===== src/rtl/smpg_pkg.sv =====
package smpg_pkg;

    // Register indexes of the configuration port.
    localparam logic [2:0] REG_STEPS_PER_REV    = 3'd0;
    localparam logic [2:0] REG_MICROSTEP_FACTOR = 3'd1;
    localparam logic [2:0] REG_LEAD_PER_REV     = 3'd2;
    localparam logic [2:0] REG_MIN_PULSE_US     = 3'd3;
    localparam logic [2:0] REG_ACCEL_RATE       = 3'd4;
    localparam logic [2:0] REG_DAMPING_DISTANCE = 3'd5;

    // Fixed constants of the timing arithmetic.
    localparam logic [31:0] US_PER_S = 32'd1000000;
    localparam logic [23:0] HALF_MAX = 24'hFFFFFF;

    // Widths of the shared serial units.
    localparam int unsigned MUL_A_W = 64;
    localparam int unsigned MUL_B_W = 32;
    localparam int unsigned DIV_W   = 64;

    // Status that each serial unit reports to the sequencer.
    typedef struct packed {
        logic busy;
        logic done;
    } t_unit_status;

    // Sequencer states: idle, one for each multiply or divide of an update, the speed update and the finish.
    typedef enum logic [3:0] {
        S_IDLE,
        S_MUL_NA,
        S_MUL_NE,
        S_MUL_DM,
        S_DIV_INC,
        S_MUL_LM,
        S_MUL_PM,
        S_DIV_MAX,
        S_UPD_SPD,
        S_MUL_HS,
        S_DIV_HALF,
        S_DIV_STEP,
        S_FINISH
    } t_state;

endpackage


===== src/rtl/smpg_mul.sv =====
module smpg_mul (
    input  logic                                i_clk,
    input  logic                                i_rst_n,
    input  logic                                i_start,
    input  logic [smpg_pkg::MUL_A_W-1:0]        i_a,
    input  logic [smpg_pkg::MUL_B_W-1:0]        i_b,
    output logic [smpg_pkg::MUL_A_W-1:0]        o_product,
    output smpg_pkg::t_unit_status              o_status
);

    localparam int unsigned CNT_W = $clog2(smpg_pkg::MUL_B_W);

    logic [smpg_pkg::MUL_A_W-1:0] r_acc;
    logic [smpg_pkg::MUL_A_W-1:0] r_a;
    logic [smpg_pkg::MUL_B_W-1:0] r_b;
    logic [CNT_W-1:0]             r_cnt;
    logic                         r_busy;
    logic                         r_done;

    // Control: one multiplier bit is consumed per cycle.
    always_ff @(posedge i_clk) begin
        if (!i_rst_n) begin
            r_busy <= 1'b0;
            r_done <= 1'b0;
            r_cnt  <= '0;
        end else begin
            r_done <= 1'b0;
            if (i_start) begin
                r_busy <= 1'b1;
                r_cnt  <= '0;
            end else if (r_busy) begin
                r_cnt <= r_cnt + 1'b1;
                if (r_cnt == CNT_W'(smpg_pkg::MUL_B_W - 1)) begin
                    r_busy <= 1'b0;
                    r_done <= 1'b1;
                end
            end
        end
    end

    // Datapath: shift and add.
    always_ff @(posedge i_clk) begin
        if (i_start) begin
            r_acc <= '0;
            r_a   <= i_a;
            r_b   <= i_b;
        end else if (r_busy) begin
            if (r_b[0]) begin
                r_acc <= r_acc + r_a;
            end
            r_a <= {r_a[smpg_pkg::MUL_A_W-2:0], 1'b0};
            r_b <= {1'b0, r_b[smpg_pkg::MUL_B_W-1:1]};
        end
    end

    assign o_product     = r_acc;
    assign o_status.busy = r_busy;
    assign o_status.done = r_done;

endmodule


===== src/rtl/smpg_div.sv =====
module smpg_div (
    input  logic                            i_clk,
    input  logic                            i_rst_n,
    input  logic                            i_start,
    input  logic [smpg_pkg::DIV_W-1:0]      i_num,
    input  logic [smpg_pkg::DIV_W-1:0]      i_den,
    output logic [smpg_pkg::DIV_W-1:0]      o_quot,
    output smpg_pkg::t_unit_status          o_status
);

    localparam int unsigned CNT_W = $clog2(smpg_pkg::DIV_W);

    logic [smpg_pkg::DIV_W-1:0] r_num;
    logic [smpg_pkg::DIV_W-1:0] r_rem;
    logic [smpg_pkg::DIV_W-1:0] r_den;
    logic [CNT_W-1:0]           r_cnt;
    logic                       r_busy;
    logic                       r_done;
    logic [smpg_pkg::DIV_W:0]   trial;
    logic [smpg_pkg::DIV_W:0]   diff;
    logic                       ge;

    // One quotient bit per cycle, restoring form.
    assign trial = {r_rem, r_num[smpg_pkg::DIV_W-1]};
    assign diff  = trial - {1'b0, r_den};
    assign ge    = (trial >= {1'b0, r_den});

    always_ff @(posedge i_clk) begin
        if (!i_rst_n) begin
            r_busy <= 1'b0;
            r_done <= 1'b0;
            r_cnt  <= '0;
        end else begin
            r_done <= 1'b0;
            if (i_start) begin
                r_busy <= 1'b1;
                r_cnt  <= '0;
            end else if (r_busy) begin
                r_cnt <= r_cnt + 1'b1;
                if (r_cnt == CNT_W'(smpg_pkg::DIV_W - 1)) begin
                    r_busy <= 1'b0;
                    r_done <= 1'b1;
                end
            end
        end
    end

    // The dividend shifts out on top while quotient bits shift in below.
    always_ff @(posedge i_clk) begin
        if (i_start) begin
            r_num <= i_num;
            r_den <= i_den;
            r_rem <= '0;
        end else if (r_busy) begin
            r_rem <= ge ? diff[smpg_pkg::DIV_W-1:0] : trial[smpg_pkg::DIV_W-1:0];
            r_num <= {r_num[smpg_pkg::DIV_W-2:0], ge};
        end
    end

    assign o_quot        = r_num;
    assign o_status.busy = r_busy;
    assign o_status.done = r_done;

endmodule


===== src/rtl/stepper_axis_motion_pulse_generator_unit.sv =====
// One item is in flight at a time; the next is accepted only once the previous one is through.
// Each item runs six multiplier passes (32 serial steps plus start and done), four divider
// passes (64 steps plus start and done), one speed update state, one finish state and the
// idle state that accepts the next item.
// A stalled result holds the sequencer in its finish state until the output slot frees.
// Reset (synchronous, active low) restores register defaults, clears position, speed, timer.
module stepper_axis_motion_pulse_generator_unit #(
    parameter int unsigned FRAC_BITS = 16
) (
    input  logic               i_clk,
    input  logic               i_rst_n,
    input  logic               i_in_valid,
    output logic               o_in_stall,
    input  logic [15:0]        i_elapsed_us,
    input  logic signed [31:0] i_target_position,
    output logic               o_out_valid,
    input  logic               i_out_stall,
    output logic               o_step_level,
    output logic               o_move_forward,
    output logic               o_stepped,
    output logic signed [31:0] o_axis_position,
    output logic [31:0]        o_axis_speed,
    output logic [23:0]        o_half_period_us,
    input  logic               i_cfg_valid,
    output logic               o_cfg_ready,
    input  logic [2:0]         i_cfg_index,
    input  logic [23:0]        i_cfg_data
);

    // Deadband: |d| * 10000 > 2^FRAC_BITS is the same as |d| > floor(2^FRAC_BITS / 10000).
    localparam logic [32:0] DEADBAND = 33'((64'd1 << FRAC_BITS) / 64'd10000);

    localparam int unsigned AW = smpg_pkg::MUL_A_W;
    localparam int unsigned BW = smpg_pkg::MUL_B_W;
    localparam int unsigned DW = smpg_pkg::DIV_W;

    // Configuration registers.
    logic [9:0]  r_steps;
    logic [8:0]  r_micro;
    logic [23:0] r_lead;
    logic [15:0] r_minp;
    logic [23:0] r_accel;
    logic [23:0] r_damp;

    // Axis state.
    logic signed [31:0] r_pos;
    logic [31:0]        r_speed;
    logic [31:0]        r_timer;
    logic               r_pin;
    logic               r_dir;

    // Per-item working registers.
    logic [15:0] r_elapsed;
    logic [23:0] r_near;
    logic [18:0] r_mpr;
    logic [23:0] r_damp_nz;
    logic        r_db;
    logic [AW-1:0] r_prod;
    logic [AW-1:0] r_num_inc;
    logic [AW-1:0] r_den_inc;
    logic [AW-1:0] r_lmill;
    logic [DW-1:0] r_inc;
    logic [DW-1:0] r_maxspd;
    logic [23:0]   r_half;
    logic [23:0]   r_step;

    // Output slot.
    logic               r_out_valid;
    logic               r_out_pin;
    logic               r_out_dir;
    logic               r_out_stepped;
    logic signed [31:0] r_out_pos;
    logic [31:0]        r_out_speed;
    logic [23:0]        r_out_half;

    // Sequencer.
    smpg_pkg::t_state r_state;
    smpg_pkg::t_state n_state;
    logic             r_go;

    // Serial unit connections.
    logic                   mul_start;
    logic [AW-1:0]          mul_a;
    logic [BW-1:0]          mul_b;
    logic [AW-1:0]          mul_p;
    smpg_pkg::t_unit_status mul_st;
    logic                   div_start;
    logic [DW-1:0]          div_n;
    logic [DW-1:0]          div_d;
    logic [DW-1:0]          div_q;
    smpg_pkg::t_unit_status div_st;

    logic in_acc;
    logic out_acc;
    logic slot_free;

    assign in_acc    = i_in_valid && !o_in_stall;
    assign out_acc   = r_out_valid && !i_out_stall;
    assign slot_free = !r_out_valid || !i_out_stall;

    smpg_mul u_mul (
        .i_clk     (i_clk),
        .i_rst_n   (i_rst_n),
        .i_start   (mul_start),
        .i_a       (mul_a),
        .i_b       (mul_b),
        .o_product (mul_p),
        .o_status  (mul_st)
    );

    smpg_div u_div (
        .i_clk    (i_clk),
        .i_rst_n  (i_rst_n),
        .i_start  (div_start),
        .i_num    (div_n),
        .i_den    (div_d),
        .o_quot   (div_q),
        .o_status (div_st)
    );

    // Values derived at acceptance of an item.
    logic [9:0]         steps_nz;
    logic [8:0]         micro_nz;
    logic [23:0]        damp_nz;
    logic [15:0]        minp_nz;
    logic signed [32:0] delta;
    logic [32:0]        absd;
    logic [32:0]        timer_sum;

    assign steps_nz  = (r_steps == '0) ? 10'd1 : r_steps;
    assign micro_nz  = (r_micro == '0) ? 9'd1 : r_micro;
    assign damp_nz   = (r_damp == '0) ? 24'd1 : r_damp;
    assign minp_nz   = (r_minp == '0) ? 16'd1 : r_minp;
    assign delta     = 33'(i_target_position) - 33'(r_pos);
    assign absd      = delta[32] ? 33'(-delta) : 33'(delta);
    assign timer_sum = {1'b0, r_timer} + {17'd0, i_elapsed_us};

    // Speed update: capped increment, saturating sum.
    logic [DW-1:0] inc_cap;
    logic [DW:0]   spd_sum;
    logic [31:0]   spd_new;

    assign inc_cap = (r_inc > r_maxspd) ? r_maxspd : r_inc;
    assign spd_sum = {1'b0, inc_cap} + {33'd0, r_speed};
    assign spd_new = (spd_sum > {33'd0, 32'hFFFFFFFF}) ? 32'hFFFFFFFF : spd_sum[31:0];

    // Toggle and step decision for the final cycle.
    logic [23:0]        floor_half;
    logic               toggle;
    logic               pin_next;
    logic               fall;
    logic signed [32:0] pos_sum;
    logic signed [31:0] pos_sat;

    assign floor_half = (r_half < {8'd0, r_minp}) ? {8'd0, r_minp} : r_half;
    assign toggle     = r_db && (r_timer > {8'd0, floor_half});
    assign pin_next   = toggle ? !r_pin : r_pin;
    assign fall       = toggle && r_pin;
    assign pos_sum    = r_dir ? (33'(r_pos) + $signed({9'd0, r_step}))
                              : (33'(r_pos) - $signed({9'd0, r_step}));
    assign pos_sat    = (pos_sum > 33'sh0_7FFF_FFFF) ? 32'sh7FFF_FFFF :
                        (pos_sum < -33'sh0_8000_0000) ? -32'sh8000_0000 : pos_sum[31:0];

    // Next-state logic.
    always_comb begin
        n_state = r_state;
        case (r_state)
            smpg_pkg::S_IDLE:     if (in_acc) n_state = smpg_pkg::S_MUL_NA;
            smpg_pkg::S_MUL_NA:   if (mul_st.done) n_state = smpg_pkg::S_MUL_NE;
            smpg_pkg::S_MUL_NE:   if (mul_st.done) n_state = smpg_pkg::S_MUL_DM;
            smpg_pkg::S_MUL_DM:   if (mul_st.done) n_state = smpg_pkg::S_DIV_INC;
            smpg_pkg::S_DIV_INC:  if (div_st.done) n_state = smpg_pkg::S_MUL_LM;
            smpg_pkg::S_MUL_LM:   if (mul_st.done) n_state = smpg_pkg::S_MUL_PM;
            smpg_pkg::S_MUL_PM:   if (mul_st.done) n_state = smpg_pkg::S_DIV_MAX;
            smpg_pkg::S_DIV_MAX:  if (div_st.done) n_state = smpg_pkg::S_UPD_SPD;
            smpg_pkg::S_UPD_SPD:  n_state = smpg_pkg::S_MUL_HS;
            smpg_pkg::S_MUL_HS:   if (mul_st.done) n_state = smpg_pkg::S_DIV_HALF;
            smpg_pkg::S_DIV_HALF: if (div_st.done) n_state = smpg_pkg::S_DIV_STEP;
            smpg_pkg::S_DIV_STEP: if (div_st.done) n_state = smpg_pkg::S_FINISH;
            smpg_pkg::S_FINISH:   if (slot_free) n_state = smpg_pkg::S_IDLE;
            default:              n_state = smpg_pkg::S_IDLE;
        endcase
    end

    // Operand selection and unit start pulses.
    always_comb begin
        mul_start = 1'b0;
        div_start = 1'b0;
        mul_a     = '0;
        mul_b     = '0;
        div_n     = '0;
        div_d     = '0;
        case (r_state)
            smpg_pkg::S_MUL_NA: begin
                mul_start = r_go;
                mul_a     = AW'(r_near);
                mul_b     = BW'(r_accel);
            end
            smpg_pkg::S_MUL_NE: begin
                mul_start = r_go;
                mul_a     = r_prod;
                mul_b     = BW'(r_elapsed);
            end
            smpg_pkg::S_MUL_DM: begin
                mul_start = r_go;
                mul_a     = AW'(r_damp_nz);
                mul_b     = smpg_pkg::US_PER_S;
            end
            smpg_pkg::S_DIV_INC: begin
                div_start = r_go;
                div_n     = r_num_inc;
                div_d     = r_den_inc;
            end
            smpg_pkg::S_MUL_LM: begin
                mul_start = r_go;
                mul_a     = AW'(r_lead);
                mul_b     = smpg_pkg::US_PER_S;
            end
            smpg_pkg::S_MUL_PM: begin
                mul_start = r_go;
                mul_a     = AW'({r_mpr, 1'b0});
                mul_b     = BW'(minp_nz);
            end
            smpg_pkg::S_DIV_MAX: begin
                div_start = r_go;
                div_n     = r_lmill;
                div_d     = r_prod;
            end
            smpg_pkg::S_MUL_HS: begin
                mul_start = r_go;
                mul_a     = AW'({r_mpr, 1'b0});
                mul_b     = r_speed;
            end
            smpg_pkg::S_DIV_HALF: begin
                div_start = r_go;
                div_n     = r_lmill;
                div_d     = r_prod;
            end
            smpg_pkg::S_DIV_STEP: begin
                div_start = r_go;
                div_n     = DW'(r_lead);
                div_d     = DW'(r_mpr);
            end
            default: begin
                mul_start = 1'b0;
                div_start = 1'b0;
            end
        endcase
    end

    // Sequencer state and start flag.
    always_ff @(posedge i_clk) begin
        if (!i_rst_n) begin
            r_state <= smpg_pkg::S_IDLE;
            r_go    <= 1'b0;
        end else begin
            r_state <= n_state;
            r_go    <= (n_state != r_state);
        end
    end

    // Configuration writes.
    always_ff @(posedge i_clk) begin
        if (!i_rst_n) begin
            r_steps <= 10'd200;
            r_micro <= 9'd1;
            r_lead  <= 24'd83231;
            r_minp  <= 16'd150;
            r_accel <= 24'd65536;
            r_damp  <= 24'd327680;
        end else if (i_cfg_valid) begin
            case (i_cfg_index)
                smpg_pkg::REG_STEPS_PER_REV:    r_steps <= i_cfg_data[9:0];
                smpg_pkg::REG_MICROSTEP_FACTOR: r_micro <= i_cfg_data[8:0];
                smpg_pkg::REG_LEAD_PER_REV:     r_lead  <= i_cfg_data;
                smpg_pkg::REG_MIN_PULSE_US:     r_minp  <= i_cfg_data[15:0];
                smpg_pkg::REG_ACCEL_RATE:       r_accel <= i_cfg_data;
                smpg_pkg::REG_DAMPING_DISTANCE: r_damp  <= i_cfg_data;
                default: ;
            endcase
        end
    end

    // Working registers: captured at acceptance and as each unit finishes.
    always_ff @(posedge i_clk) begin
        if (in_acc) begin
            r_elapsed <= i_elapsed_us;
            r_near    <= (absd < {9'd0, damp_nz}) ? absd[23:0] : damp_nz;
            r_mpr     <= {9'd0, steps_nz} * {10'd0, micro_nz};
            r_damp_nz <= damp_nz;
            r_db      <= (absd > DEADBAND);
        end
        case (r_state)
            smpg_pkg::S_MUL_NA:   if (mul_st.done) r_prod <= mul_p;
            smpg_pkg::S_MUL_NE:   if (mul_st.done) r_num_inc <= mul_p;
            smpg_pkg::S_MUL_DM:   if (mul_st.done) r_den_inc <= mul_p;
            smpg_pkg::S_DIV_INC:  if (div_st.done) r_inc <= div_q;
            smpg_pkg::S_MUL_LM:   if (mul_st.done) r_lmill <= mul_p;
            smpg_pkg::S_MUL_PM:   if (mul_st.done) r_prod <= mul_p;
            smpg_pkg::S_DIV_MAX:  if (div_st.done) r_maxspd <= div_q;
            smpg_pkg::S_MUL_HS:   if (mul_st.done) r_prod <= mul_p;
            smpg_pkg::S_DIV_HALF: begin
                if (div_st.done) begin
                    if (r_speed == '0 || div_q > DW'(smpg_pkg::HALF_MAX)) begin
                        r_half <= smpg_pkg::HALF_MAX;
                    end else begin
                        r_half <= div_q[23:0];
                    end
                end
            end
            smpg_pkg::S_DIV_STEP: if (div_st.done) r_step <= div_q[23:0];
            default: ;
        endcase
    end

    // Axis state: timer and direction on acceptance, speed mid-item, pin, position and a timer clear at the end.
    always_ff @(posedge i_clk) begin
        if (!i_rst_n) begin
            r_pos   <= '0;
            r_speed <= '0;
            r_timer <= '0;
            r_pin   <= 1'b0;
            r_dir   <= 1'b1;
        end else begin
            if (in_acc) begin
                r_timer <= timer_sum[32] ? 32'hFFFFFFFF : timer_sum[31:0];
                r_dir   <= (i_target_position > r_pos);
            end
            if (r_state == smpg_pkg::S_UPD_SPD) begin
                r_speed <= spd_new;
            end
            if (r_state == smpg_pkg::S_FINISH && slot_free) begin
                r_pin <= pin_next;
                if (toggle) begin
                    r_timer <= '0;
                end
                if (fall) begin
                    r_pos <= pos_sat;
                end
            end
        end
    end

    // Output slot: valid control.
    always_ff @(posedge i_clk) begin
        if (!i_rst_n) begin
            r_out_valid <= 1'b0;
        end else if (r_state == smpg_pkg::S_FINISH && slot_free) begin
            r_out_valid <= 1'b1;
        end else if (out_acc) begin
            r_out_valid <= 1'b0;
        end
    end

    // Output slot: payload.
    always_ff @(posedge i_clk) begin
        if (r_state == smpg_pkg::S_FINISH && slot_free) begin
            r_out_pin     <= pin_next;
            r_out_dir     <= r_dir;
            r_out_stepped <= fall;
            r_out_pos     <= fall ? pos_sat : r_pos;
            r_out_speed   <= r_speed;
            r_out_half    <= r_half;
        end
    end

    assign o_in_stall       = (r_state != smpg_pkg::S_IDLE);
    assign o_cfg_ready      = 1'b1;
    assign o_out_valid      = r_out_valid;
    assign o_step_level     = r_out_pin;
    assign o_move_forward   = r_out_dir;
    assign o_stepped        = r_out_stepped;
    assign o_axis_position  = r_out_pos;
    assign o_axis_speed     = r_out_speed;
    assign o_half_period_us = r_out_half;

    // The two serial units are never run at the same time.
    a_units_exclusive: assert property (@(posedge i_clk) disable iff (!i_rst_n)
        !(mul_st.busy && div_st.busy))
        else $error("multiplier and divider busy together");

    // An accepted item always starts the sequence.
    a_accept_starts: assert property (@(posedge i_clk) disable iff (!i_rst_n)
        in_acc |=> (r_state == smpg_pkg::S_MUL_NA))
        else $error("accepted item did not start the sequence");

    // A position step only happens on a falling edge of the step pin.
    a_step_on_fall: assert property (@(posedge i_clk) disable iff (!i_rst_n)
        (r_out_valid && r_out_stepped) |-> !r_out_pin)
        else $error("step reported without a falling edge");

    // A unit finishes only while the sequencer is out of the idle state.
    a_done_in_op: assert property (@(posedge i_clk) disable iff (!i_rst_n)
        (mul_st.done || div_st.done) |-> (r_state != smpg_pkg::S_IDLE))
        else $error("unit finished while the sequencer was idle");

endmodule

===== config.mk =====
export PLATFORM = sky130hd
export DESIGN_NAME = stepper_axis_motion_pulse_generator_unit
export DESIGN_NICKNAME = d
export VERILOG_FILES = /design/src/rtl/smpg_pkg.sv /design/src/rtl/smpg_mul.sv /design/src/rtl/smpg_div.sv /design/src/rtl/stepper_axis_motion_pulse_generator_unit.sv
export SDC_FILE = /design/constraint.sdc
export NUM_CORES = 2
export LEC_CHECK = 0
export BUFFER_PORTS_ARGS = -buffer_cell sky130_fd_sc_hd__buf_2
export CAP_MARGIN = 20
export CORE_MARGIN = 2
export CORE_UTILIZATION = 45
export DETAILED_ROUTE_END_ITERATION = 16
export GPL_ROUTABILITY_DRIVEN = 0
export PLACE_DENSITY = 0.63
export SLEW_MARGIN = 30
export SYNTH_ARGS = -nofsm -noshare
export SYNTH_HDL_FRONTEND = slang
export SYNTH_SLANG_ARGS = --single-unit

===== constraint.sdc =====
create_clock -name i_clk -period 7.05 [get_ports i_clk]
set_input_delay 1.0575 -clock i_clk [delete_from_list [all_inputs] [get_ports i_clk]]
set_output_delay 1.0575 -clock i_clk [all_outputs]
set_load 0.05 [all_outputs]

# Word level (Yosys, flattened, before mapping)
# Cells that the tools add are included.
# op_classes
multipliers	1
n_bitwise	3
eq_ne	20
n_addsub	10
magnitude_cmp	11
n_reduce_logical	47
mux	54
# ops
op	n
$mux W64	6
$pmux W64 S3	2
$mux W32	10
$pmux W64 S5	1
$pmux W32 S5	1
$mux W24	3
$mux W33	2
$add A64 B32 Y65	1
$ge A65 B64 Y1	1
$gt A65 B32 Y1 const B	1
$add A64 B64 Y64	1
$gt A64 B24 Y1 const B	1
$gt A64 B64 Y1	1
$sub A64 B64 Y64	1
$pmux W4 S13	1
$mux W4	12
$add A32 B16 Y33	1
$add A32 B25 Y33	1
$gt A33 B3 Y1 const B	1
$gt A33 B32 Y1 const B	1
$lt A33 B24 Y1	1
$lt A33 B32 Y1 const B	1
$neg A33 Y33	1
$sub A32 B25 Y33	1
39 further kinds	93
# word_totals
output_inout_bits	94
word_cells	191
regBits	1185
in_bits	80

# Logic depth before layout (Yosys ltp)
# logic_depth
word_depth	6
depth_mapped	35
ltp_nobuf	32

# By module
# Synthesis repeated with hierarchy kept, for this count alone.
# unflattened
hier_cells	6682
hier_area_um2	68182.9
# by_module_without_submodules
module	n_inst	seq_area_each_um2	area_per_inst_um2	cells_each
stepper_axis_motion_pulse_generator_unit	1	22451.5	46116.7	4420
smpg_div	1	5285.1	11746.3	1209
smpg_mul	1	4304.1	10319.9	1053

# Least setup slack after synthesis
# OpenSTA, ideal clock, no wires.
# synth_path
path_type	register -> register
from	reg r_inc[60]
to	reg r_speed[31]
synth_period_minus_slack_ps	7457
setup_slack_ps	-407
arrival_time_ps	7337
path_buffers	7
path_stages_with_launch	30
cell_sequence	edfxtp_1 ha_1 nand4_1 nor4_1 nand3_1 a211o_1 o221a_2 a31oi_2 buf_2 buf_2 buf_2 buf_2 buf_1 mux2_2 ha_1 o21a_1 nand2_1 a221oi_1 o211ai_1 o31a_1 a21oi_1 a221o_1 clkbuf_1 o221ai_1 a221oi_1 o2111a_1 nand4b_1 nor4_2 buf_2 a21oi_1
# synth_via
elab_chain_cells	5
# synth_rtl
item	line_no	rtl
from (decl)	stepper_axis_motion_pulse_generator_unit.sv:62	logic [DW-1:0] r_inc;
from (signal assigned)	stepper_axis_motion_pulse_generator_unit.sv:297	smpg_pkg::S_DIV_INC: if (div_st.done) r_inc <= div_q;
$gt A64 B64 Y1	stepper_axis_motion_pulse_generator_unit.sv:143	assign inc_cap = (r_inc > r_maxspd) ? r_maxspd : r_inc;
$mux W64 *	stepper_axis_motion_pulse_generator_unit.sv:143	
$add A64 B32 Y65 *	stepper_axis_motion_pulse_generator_unit.sv:144	assign spd_sum = {1'b0, inc_cap} + {33'd0, r_speed};
$gt A65 B32 Y1	stepper_axis_motion_pulse_generator_unit.sv:145	assign spd_new = (spd_sum > {33'd0, 32'hFFFFFFFF}) ? 32'hFFFFFFFF : spd_sum[31:0];
$mux W32 *	stepper_axis_motion_pulse_generator_unit.sv:145	
to (signal assigned)	stepper_axis_motion_pulse_generator_unit.sv:330	r_speed <= spd_new;
to (decl)	stepper_axis_motion_pulse_generator_unit.sv:47	logic [31:0] r_speed;
# Every way passes the cells marked *; elsewhere a longest branch is shown, timed or not.
# A chain may end at the register's enable or synchronous reset.

# Worst setup path after layout
# layout_path
from	reg r_inc[14]
to	reg r_speed[25]
# Same word-level chain as after synthesis.

==> impl_summary.md <==
Timing
The share of the clock period used by the worst path is 96.7%. Setup violations remaining at the end of the flow were counted as 0. The slew at the pin with the worst max-slew slack is 1080 ps. The number of pins exceeding their max-slew limit in the final report is 0. The max-slew headroom at the worst pin is 28.2%.

The largest clock skew in the final design is roughly 36 ps. Derived from the worst setup path, the maximum achievable clock frequency is 147 MHz. The hold violation count in the final report is 0. The routed design could run at a clock period as short as roughly 6800 ps. Once routing completed, OpenROAD measured the worst setup slack at 236 ps.

Worst hold path
The worst hold path class is reg2reg.

Critical path
The type of origin of the critical path is a register. The critical path's slowest cell is or4_4. The largest stage delay on the critical path is just under 600 ps. The arrival time of the worst setup path is 7460 ps. The critical path is of the reg2reg type. The top fanout value on the critical path is 16. Data on the critical path is required at its endpoint by around 7700 ps.

The cell type with the highest occurrence count on the critical path is a21oi_1. The worst setup path is captured at a register.

Route
The routed via count divided by cell count is 5.97. The via count of the routed design is 51000. The first-pass iteration count of the detailed router is 9. The average wire per cell in the routed design is 22.4 um.

The wire length after detailed routing is 191 mm. The initial detailed-routing violation count is ~6000. The number of remaining DRC errors is 0. The number of nets with antenna violations after detailed routing is 0.

Yosys
During synthesis, Yosys emitted a total of 0 warnings. After synthesis, the most frequently instantiated cells are 831 x edfxtp_1, 756 x nand2_1, 527 x a21oi_1, 459 x nor2_1, 411 x ha_1. After synthesis the cells add up to 0.0653 sq mm. The fraction of registers with async set or reset after synthesis is 0%.

Yosys attributes the largest share of cell area to edfxtp_1 38%, dfxtp_1 11%, ha_1 7.9%. The number of instances in the synthesized netlist is 6431. The netlist uses 107 different library cells. The synthesized design contains between 800 and 900 enable-type register cells.

The most used standard cell by instance count after synthesis is edfxtp_1. In the synthesized netlist the dominant register cell turns out to be edfxtp_1. Sequential elements use 49.1% of the synthesized area. The synthesized net count is 6985. The biggest area contributor in the post-synthesis netlist is edfxtp_1. Synthesis inferred around 1200 register bits. Of the post-synthesis cell area, the dominant cell type holds 38.2%. Averaged over all synthesized cells, the footprint is approximately 10 sq um.

Status
The run finished with clean final reports.

Placement
The cell area after placement is 0.0682 sq mm. OpenSTA, run right after detailed placement, puts the worst setup slack at 1.12 ps. During placement, the flow inserted port buffers numbering 172. The placed wire-length estimate is 138 mm.

Clock network
Buffers inserted during clock tree synthesis total 131. The clock passes through at most 3 buffers. The root buffer cell is clkbuf_16. The clock sink total is 1185.

TritonCTS built the clock tree. The clock slew seen by the registers of the worst setup and hold paths is 60 ps. The clock latency reported for the late side of the worst-skew pair is 780 ps. The H-tree was split into 4 levels. The number of hold-repair buffers added at the cts stage is 0.

Layout
The final instance area is between 0.07 and 0.08 sq mm. The area used by multi-input combinational logic is 0.0308 sq mm. The number of nets in the layout is 7080.

Compared with the post-synthesis result, the final layout area differs by 11.5%. The sequential cells in the finished layout cover a total of 0.0320 sq mm. After filler insertion, the fill cell instance count of the layout stands at 12800.

Cells with a size suffix above 1 make up 9.33% of the layout.

Floorplanning
For this configuration, the core starts out at a cell density of 45.4%. The die width is 385 um. The floorplan step defined a core boundary enclosing 0.144 sq mm. The die covers 0.148 sq mm.

The die height is between 300 and 400 um. The boundary pin count is 174. The floorplan has ~140 rows.

Global routing
The number of antenna violations at the first check in global routing is 21. Global routing used ~25% of the available tracks. Summed over all layers, the global routing overflow is 0. The first global-routing pass estimated roughly 290 mm of wire. The maximum number of pins on one net before global-route repair is 156. The via count of the first global-routing pass is 47600.

Power and ir drop
IR analysis of the VDD net gives a maximum drop of around 0.25 mV. The leakage power is 28.7 nW. The total power divided by cell area is 244 mW/mm^2.

Job
The tool flagged a number of max-cap violations equal to 0.
[report_power, final]
part	internal, mW	leakage, nW	switching (mW)
clock	4.00	2.08	2.87
combinational	1.05	16.2	1.54
sequential	7.89	10.4	0.431
[cell usage in the layout (no fill, tap or decap), types with 36 or more instances in the layout]
cell type,n
nand4_1,78
nor3_1,81
nand2_1,755
a222oi_1,44
o21bai_1,36
clkbuf_16,135
a22o_1,71
a221oi_1,76
and3_1,37
o21ai_0,319
nand2b_1,71
xor2_1,117
a21o_1,137
dfxtp_1,353
buf_4,83
nor2b_1,55
xnor2_1,162
mux2i_1,61
buf_2,173
nor2_1,452
a22oi_1,39
and2_1,56
nor4_1,54
nand3_1,149
ha_1,408
fa_1,63
a31oi_1,76
o21a_1,67
inv_1,407
a211oi_1,73
a21oi_1,525
edfxtp_1,831
mux2_2,46
[repair_timing]
action | CTS | global route
pin swaps | 0 | 8
gates resized for setup | 1 | 22
setup buffers | 0 | 11
cloned | 0 | 1
endpoints found under the setup margin | 32 | 41
[worst paths after layout]
kind,start,end,slack (ps),depth (start not counted)
setup / recovery,r_inc[14],r_speed[25],240,27
hold / removal,r_accel[7],r_accel[7],460,2
setup reg to reg,r_inc[14],r_speed[25],240,27
hold reg to reg,r_accel[7],r_accel[7],460,2
[layout make-up]
type                            instances  share of cell area, %
Antenna cell                            8                 0.0275
Clock buffer                          180                   5.03
Clock inverter                         60                  0.864
Inverter                              411                   2.13
Multi-Input combinational cell       4531                   42.4
Sequential cell                      1185                   44.0
Tap cell                             1903                   3.27
Timing Repair Buffer                  266                   2.31
[layer usage]
| layer | routed length (um) | vias to the layer above | GRT usage (%) |
|---|---|---|---|
| li1 | - | 23800 | - |
| met2 | 83500 | 2038 | 38.1 |
| met5 | 47 | - | 0 |
| met1 | 85600 | 24900 | 37.0 |
| met3 | 16600 | 326 | 4.31 |
| met4 | 5400 | 6 | 7.82 |
[per-stage QoR]
step | hold slack, ps | utilization (%) | power, mW | instances | TNS [ps]
3_5_place_dp | 448 | 47.4 | 11.0 | 8282 | 0
3_3_place_gp | 441 | 47.4 | 10.9 | 8282 | 0
6_report | 456 | 50.6 | 17.8 | 8544 | 0
5_1_grt | 461 | 50.6 | 18.5 | 8540 | -283
4_1_cts | 441 | 50.4 | 17.8 | 8522 | 0
2_1_floorplan | 426 | - | 10.2 | 6431 | -68.4
[worst max-delay path, delay by kind of cell, from the launching register on]
| family | cells | cell delay [ps] |
|---|---|---|
| AO/OA/AOI/OAI | 12 | 2350 |
| adder cells (fa/ha/maj) | 2 | 570 |
| buffers and inverters | 5 | 840 |
| flip-flops | 1 | 390 |
| multiplexers | 2 | 620 |
| AND/OR/NAND/NOR | 6 | 1880 |
[sequential cells by signal (all words and copies together), names as in the netlist, 64 cells and up]
register,flops
r_den_inc,64
r_lmill,64
u_div.o_quot,64
u_mul.o_product,64
r_inc,64
u_mul.r_a,64
r_maxspd,64
u_div.r_den,64
u_div.r_rem,64
r_prod,64
r_num_inc,64
[cell families (layout without fill, tap and decap cells)]
kind of cell / after synthesis / count (layout) / share of synthesized area [%]
compound gates: 1731 / 1731 / 17.4
xor+xnor: 279 / 279 / 3.74
fa+ha+maj: 488 / 488 / 10.0
buf+inv: 715 / 917 / 4.17
flops: 1185 / 1185 / 49.1
mux: 130 / 130 / 2.23
other cells: 1 / 9 / 0.00574
simple gates: 1902 / 1902 / 13.4
(Power assumes the default switching activity.)
